<file path="src/sv/pd_pkg.sv">
`timescale 1ns / 1ps
`default_nettype none

package pd_pkg;

  // escape introducer
  localparam logic [7:0] PCT_CHAR = 8'h25;

  // decoded-op queue between the front and the back
  localparam int QUEUE_DEPTH = 4;
  localparam int QPTR_W      = $clog2(QUEUE_DEPTH);

  // pending escape state
  localparam logic [1:0] PEND_NONE  = 2'd0;
  localparam logic [1:0] PEND_PCT   = 2'd1;
  localparam logic [1:0] PEND_DIGIT = 2'd2;

  // one decoded op: one to three result bytes, last flag on the final one
  typedef struct packed {
    logic [1:0] count;
    logic [7:0] byte0;
    logic [7:0] byte1;
    logic [7:0] byte2;
    logic       last;
  } pd_op_t;

  // bit 4 set when the character is not a hex digit, else the nibble below
  function automatic logic [4:0] hex_value(input logic [7:0] c);
    logic [4:0] v;
    v = 5'h10;
    if (c >= 8'h30 && c <= 8'h39) begin
      v = {1'b0, 4'(c - 8'h30)};
    end else if (c >= 8'h61 && c <= 8'h66) begin
      v = {1'b0, 4'(c - 8'h61 + 8'd10)};
    end else if (c >= 8'h41 && c <= 8'h46) begin
      v = {1'b0, 4'(c - 8'h41 + 8'd10)};
    end
    return v;
  endfunction

endpackage

`default_nettype wire

</file>
<file path="src/sv/percent_decoder_unit.sv">
// A result item is written to the op queue, then loaded into the output register that shows it.
// Throughput: one input item per cycle unless full; one result item per cycle when popped.
// An item giving two or three results holds the back end until each result is loaded; the
// four-entry op queue between front and back absorbs the difference.
// Reset (rst, synchronous, active high) clears the held escape, the queue and the output.
`timescale 1ns / 1ps
`default_nettype none

module percent_decoder_unit import pd_pkg::*; (
  input  wire logic       clk,
  input  wire logic       rst,
  input  wire logic       push,
  output logic            full,
  input  wire logic [7:0] in_byte,
  input  wire logic       in_last,
  output logic            empty,
  input  wire logic       pop,
  output logic [7:0]      out_byte,
  output logic            out_last
);

  pd_op_t front_op;
  pd_op_t head_op;
  logic   front_valid;
  logic   accept;
  logic   q_not_empty;
  logic   q_full;
  logic   op_done;

  assign full   = q_full;
  assign accept = push && !q_full;

  pd_front u_front (
    .clk      (clk),
    .rst      (rst),
    .accept   (accept),
    .in_byte  (in_byte),
    .in_last  (in_last),
    .op       (front_op),
    .op_valid (front_valid)
  );

  pd_queue u_queue (
    .clk       (clk),
    .rst       (rst),
    .wr        (front_valid),
    .wr_op     (front_op),
    .rd        (op_done),
    .rd_op     (head_op),
    .not_empty (q_not_empty),
    .is_full   (q_full)
  );

  pd_back u_back (
    .clk      (clk),
    .rst      (rst),
    .op       (head_op),
    .op_avail (q_not_empty),
    .op_done  (op_done),
    .pop      (pop),
    .empty    (empty),
    .out_byte (out_byte),
    .out_last (out_last)
  );

endmodule

`default_nettype wire

</file>
<file path="src/sv/pd_front.sv">
`timescale 1ns / 1ps
`default_nettype none

module pd_front import pd_pkg::*; (
  input  wire logic       clk,
  input  wire logic       rst,
  input  wire logic       accept,
  input  wire logic [7:0] in_byte,
  input  wire logic       in_last,
  output pd_op_t          op,
  output logic            op_valid
);

  logic [1:0] pending_count;
  logic [1:0] pending_count_next;
  logic [7:0] pending_digit;
  logic [7:0] pending_digit_next;

  logic [4:0] v;
  logic [4:0] hi;
  logic       fresh;
  logic       fresh_hold;
  logic [1:0] pre_n;
  logic [7:0] pre0;
  logic [7:0] pre1;

  assign v          = hex_value(in_byte);
  assign hi         = hex_value(pending_digit);
  assign fresh_hold = (in_byte == PCT_CHAR) && !in_last;

  // classify the byte against what is held
  always_comb begin
    pending_count_next = PEND_NONE;
    pending_digit_next = pending_digit;
    fresh              = 1'b0;
    pre_n              = 2'd0;
    pre0               = PCT_CHAR;
    pre1               = pending_digit;
    op                 = '0;
    op.last            = in_last;
    case (pending_count)
      PEND_PCT: begin
        if (!v[4]) begin
          if (in_last) begin
            op.count = 2'd2;
            op.byte0 = PCT_CHAR;
            op.byte1 = in_byte;
          end else begin
            pending_digit_next = in_byte;
            pending_count_next = PEND_DIGIT;
          end
        end else begin
          pre_n = 2'd1;
          fresh = 1'b1;
        end
      end
      PEND_DIGIT: begin
        if (!v[4]) begin
          op.count = 2'd1;
          op.byte0 = {hi[3:0], v[3:0]};
        end else begin
          pre_n = 2'd2;
          fresh = 1'b1;
        end
      end
      default: begin
        fresh = 1'b1;
      end
    endcase

    // flushed prefix followed by the byte taken afresh, unless that byte opens a new escape
    if (fresh) begin
      op.byte0 = pre0;
      op.byte1 = pre1;
      if (fresh_hold) begin
        pending_count_next = PEND_PCT;
        op.count           = pre_n;
      end else begin
        op.count = pre_n + 2'd1;
        case (pre_n)
          2'd0:    op.byte0 = in_byte;
          2'd1:    op.byte1 = in_byte;
          default: op.byte2 = in_byte;
        endcase
      end
    end
  end

  assign op_valid = accept && (op.count != 2'd0);

  // pending escape registers
  always_ff @(posedge clk) begin
    if (rst) begin
      pending_count <= PEND_NONE;
      pending_digit <= '0;
    end else if (accept) begin
      pending_count <= pending_count_next;
      pending_digit <= pending_digit_next;
    end
  end

endmodule

`default_nettype wire

</file>
<file path="src/sv/pd_queue.sv">
`timescale 1ns / 1ps
`default_nettype none

module pd_queue import pd_pkg::*; (
  input  wire logic   clk,
  input  wire logic   rst,
  input  wire logic   wr,
  input  wire pd_op_t wr_op,
  input  wire logic   rd,
  output pd_op_t      rd_op,
  output logic        not_empty,
  output logic        is_full
);

  pd_op_t            mem [QUEUE_DEPTH];
  logic [QPTR_W-1:0] wr_ptr;
  logic [QPTR_W-1:0] rd_ptr;
  logic [QPTR_W:0]   count;

  assign rd_op     = mem[rd_ptr];
  assign not_empty = (count != '0);
  assign is_full   = (count == (QPTR_W+1)'(QUEUE_DEPTH));

  // op storage
  always_ff @(posedge clk) begin
    if (wr) begin
      mem[wr_ptr] <= wr_op;
    end
  end

  // pointers and fill count
  always_ff @(posedge clk) begin
    if (rst) begin
      wr_ptr <= '0;
      rd_ptr <= '0;
      count  <= '0;
    end else begin
      if (wr) begin
        wr_ptr <= wr_ptr + 1'b1;
      end
      if (rd) begin
        rd_ptr <= rd_ptr + 1'b1;
      end
      if (wr && !rd) begin
        count <= count + 1'b1;
      end else if (rd && !wr) begin
        count <= count - 1'b1;
      end
    end
  end

endmodule

`default_nettype wire

</file>
<file path="src/sv/pd_back.sv">
`timescale 1ns / 1ps
`default_nettype none

module pd_back import pd_pkg::*; (
  input  wire logic       clk,
  input  wire logic       rst,
  input  wire pd_op_t     op,
  input  wire logic       op_avail,
  output logic            op_done,
  input  wire logic       pop,
  output logic            empty,
  output logic [7:0]      out_byte,
  output logic            out_last
);

  logic       out_valid;
  logic [1:0] idx;
  logic       load;
  logic       final_byte;
  logic [7:0] sel_byte;

  assign empty      = !out_valid;
  assign load       = op_avail && (!out_valid || pop);
  assign final_byte = (idx == op.count - 2'd1);
  assign op_done    = load && final_byte;

  // pick the byte of the head op
  always_comb begin
    case (idx)
      2'd0:    sel_byte = op.byte0;
      2'd1:    sel_byte = op.byte1;
      default: sel_byte = op.byte2;
    endcase
  end

  // output register and byte index within the op
  always_ff @(posedge clk) begin
    if (rst) begin
      out_valid <= 1'b0;
      idx       <= '0;
    end else begin
      if (load) begin
        out_valid <= 1'b1;
        idx       <= final_byte ? 2'd0 : idx + 2'd1;
      end else if (pop) begin
        out_valid <= 1'b0;
      end
    end
  end

  always_ff @(posedge clk) begin
    if (load) begin
      out_byte <= sel_byte;
      out_last <= op.last && final_byte;
    end
  end

endmodule

`default_nettype wire

</file>
<file path="config.mk">
export PLATFORM = sky130hd
export DESIGN_NAME = percent_decoder_unit
export DESIGN_NICKNAME = d
export VERILOG_FILES = /design/src/sv/pd_pkg.sv /design/src/sv/percent_decoder_unit.sv /design/src/sv/pd_front.sv /design/src/sv/pd_queue.sv /design/src/sv/pd_back.sv
export SDC_FILE = /design/constraint.sdc
export NUM_CORES = 1
export LEC_CHECK = 0
export BUFFER_PORTS_ARGS = -buffer_cell sky130_fd_sc_hd__buf_2
export CAP_MARGIN = 20
export CORE_ASPECT_RATIO = 0.75
export CORE_MARGIN = 5
export CORE_UTILIZATION = 61
export CTS_CLUSTER_SIZE = 25
export DETAILED_ROUTE_END_ITERATION = 10
export PLACE_DENSITY = 0.9
export SKIP_CTS_REPAIR_TIMING = 1
export SKIP_LAST_GASP = 1
export SLEW_MARGIN = 15
export SYNTH_ARGS = -nofsm -noshare
export SYNTH_HDL_FRONTEND = slang
export SYNTH_SLANG_ARGS = --single-unit
</file>
<file path="constraint.sdc">
create_clock -name clk -period 4.9 [get_ports clk]
set_clock_uncertainty 0.15 [all_clocks]
set_input_delay 0.98 -clock clk [delete_from_list [all_inputs] [get_ports clk]]
set_output_delay 0.98 -clock clk [all_outputs]
set_load 0.05 [all_outputs]
</file>
==> summary.txt <==
Run status
  – Status: completed

Worst setup path
  – Startpoint Class: input port
  – Crit end category: flop
  – Worst Path Max Fanout: 7
  – Crit Path Category: input port to flop
  – Crit path DAT: 4.40 ns
  – CP required: 5.09 ns

Clock tree
  – Clock Latency Late Sink: 0.41 ns
  – Num CTS Buffers: 17
  – Clock transition at path regs: 0.06 ns
  – CTS root buf: clkbuf_16
  – Clk buf depth: 2
  – H-tree levels: 4
  – CTS tree: done
  – CTS sink cnt: 139

Synth
  – Post-synth EDFFs: 117
  – Synth warn: 0
  – Synth Instances: 386
  – Seq/Total Area, Yosys: 64.1%
  – Primary FF master, synth: edfxtp_1
  – Netlist Area Pre-Place: 6170 µm²
  – Synth cell types: 63
  – Async S/R FF share, synth: 0%
  – Synth Register Bits: 139
  – Syn_nets: 417
  – Syn_area_per_cell: 16.0 µm²

Timing
  – Unrepaired setup endpoints after global routing: no
  – Final Slew Violations: 0
  – Final setup margin: 0.687 ns
  – Setup Viol. Count Final: 0
  – Slew margin rel.: 49.5%
  – Worst hold slack: 0.327 ns
  – Worst-Margin Slew: 0.751 ns
  – Fin Setup TNS: 0 ns
  – Period minus WS final: 4.21 ns
  – Hold Vio Cnt, Final: 0
  – FMAX: 237 MHz
  – Crit share post-route: 86.0%

Power
  – Peak supply drop: 0.321 mV
  – Power density cells: 520 nW/µm²
  – Pleak: 0.00242 µW

Cells and area
  – FF/Latch Area: 3960 µm²
  – Nets@finish: 451
  – Fillcell total: 600
  – Finished Cell Area: 7040 µm²
  – Area grow syn2layout: 14.1%
  – Final core utilization: 72.0%
  – Multi-input logic area: 2070 µm²
  – Antenna cells: 0
  – Ratio of cells with drive above 1 in the final layout: 27.0%

Global routing
  – GRT busiest layer: met2
  – GRT Util Overall: 21.5%
  – Total grt overflow: 0
  – Met1 Use GR: 31.1%
  – Initial antenna violation count: 0
  – Largest net degree at the start of global routing: 28
  – Grt met2 use: 32.9%
  – Met3 Use GR: 5.71%
  – First-pass GRT wire length: 19900 µm
  – Vias in the first global route: 3563

Floorplan
  – Die area: 12300 µm²
  – Die extent in x: 126 µm
  – FP Rows: 31
  – Initial core utilization: 63.1%
  – DIE HEIGHT: 97.1 µm
  – Area of the core: 9770 µm²
  – Top Ports: 24

Route
  – Wirelength per Cell: 22.0 µm
  – Vias post-DR: 3472
  – Iteration count of the initial detailed-routing pass: 4
  – DR DRC count: 0
  – Final wirelength: 12400 µm
  – Vias/cell: 6.15
  – Drt first-iter violations: 387
  – Post-route ant nets: 0

Placed design
  – Number of I/O port buffers: 23
  – HPWL Detailed: 7690 µm
  – Post-DP Area: 6430 µm²
  – Routability Congestion: 0.930
  – Post-Place Setup Slack: 0.262 ns

Hold path
  – Worst hold path type: flop to flop

Flow run
  – Max-cap viol count: 0
==> state kept, by name (all words and copies together), names as in the netlist, named ones only <==
name                   cells
u_back.idx                 2
u_back.out_byte            8
u_back.out_last            1
u_back.out_valid           1
u_front.pending_count      2
u_front.pending_digit      8
u_queue.count              3
u_queue.mem              108
u_queue.rd_ptr             2
u_queue.wr_ptr             2
==> final cells by class <==
cell class	instances	share of cell area (%)
Sequential cell	139	56.2
Multi-Input combinational cell	214	29.4
Clock buffer	19	6.29
Timing Repair Buffer	32	2.59
Clock inverter	13	2.35
Tap cell	132	2.35
Inverter	16	0.853
==> routing by layer <==
layer  vias up  wire length, µm
met2       155             6040
met1      1739             5440
met5         -                0
met4         0               68
li1       1571                -
met3         7              863
==> cells by family (layout without fill, tap and decap cells) <==
logic type               after synthesis  in the layout  synth area share, %
flip-flops                           139            139                 64.1
adder cells (fa/ha/maj)               18             18                 3.77
AND/OR/NAND/NOR                       91             91                 8.49
AO/OA/AOI/OAI                         57             57                 8.09
multiplexers                          40             40                 12.1
buffers and inverters                 33             80                 2.39
XOR/XNOR                               8              8                 1.14
==> worst max-delay path: stages <==
cell and delay [ns]:
buf_2 0.17, inv_1 0.10, ha_1 0.23, nor3b_1 0.33, a311oi_2 0.12, or3_2 0.50
ha_1 0.34, nand3b_4 0.10, a31oi_4 0.24, ha_1 0.23, inv_1 0.06, fa_1 0.38
xor2_1 0.17, or3_1 0.30, a21oi_1 0.15
==> cells in the final DEF, fill, tap and decap left out, types with 11 or more instances in the layout <==
cell / instances
clkbuf_16: 17
a21oi_1: 12
inv_1: 16
edfxtp_1: 117
ha_1: 17
nand2_1: 12
nor2_1: 25
mux2i_1: 11
mux4_2: 27
dfxtp_1: 21
nor2b_1: 12
buf_2: 23
==> where the power goes <==
group / switching [µW] / internal, µW
combinational: 522 / 313
clock: 497 / 819
sequential: 49.9 / 1460
total: 1070 / 2590
==> cell usage after synthesis, types with 2 or more instances <==
library cell | n | area [µm²]
edfxtp_1 | 117 | 3510
mux4_2 | 27 | 608
nor2_1 | 25 | 93.8
dfxtp_1 | 22 | 440
ha_1 | 17 | 213
inv_1 | 16 | 60.1
a21oi_1 | 12 | 60.1
nand2_1 | 12 | 45.0
nor2b_1 | 12 | 75.1
mux2i_1 | 11 | 110
a221o_1 | 8 | 80.1
a22o_1 | 7 | 61.3
clkbuf_1 | 7 | 26.3
and2_1 | 6 | 37.5
nand2b_1 | 6 | 37.5
and3_1 | 5 | 31.3
nor3b_1 | 5 | 37.5
o21ai_0 | 5 | 25.0
xnor2_1 | 5 | 43.8
buf_2 | 4 | 20.0
buf_1 | 3 | 11.3
nand3_1 | 3 | 15.0
o2bb2ai_1 | 3 | 26.3
xor2_1 | 3 | 26.3
buf_6 | 2 | 22.5
nor3_1 | 2 | 10.0
nor4b_1 | 2 | 17.5
o21bai_1 | 2 | 15.0
or2_2 | 2 | 12.5
or3_1 | 2 | 12.5
==> through the flow <==
| step | power, µW | instances |
|---|---|---|
| after floorplan | 2150 | 386 |
| after global placement | 2340 | 533 |
| after detailed placement | 2370 | 533 |
| after CTS | 3690 | 565 |
| after global routing | 3810 | 565 |
| final | 3660 | 565 |
==> path summary, 6_finish.rpt <==
| check | to | cells after the start | slack, ns | from |
|---|---|---|---|---|
| min reg2reg | u_back.out_valid$_SDFFE_PP0P_ | 2 | 0.33 | u_back.out_valid$_SDFFE_PP0P_ |
| min | u_back.out_valid$_SDFFE_PP0P_ | 2 | 0.33 | u_back.out_valid$_SDFFE_PP0P_ |
| max reg2reg | u_queue.count[2]$_SDFFE_PP0P_ | 13 | 1.19 | u_front.pending_count[0]$_SDFFE_PP0P_ |
| max | u_queue.count[2]$_SDFFE_PP0P_ | 15 | 0.69 | in_byte[1] |
Note: power is estimated with default switching activity, not from simulation.
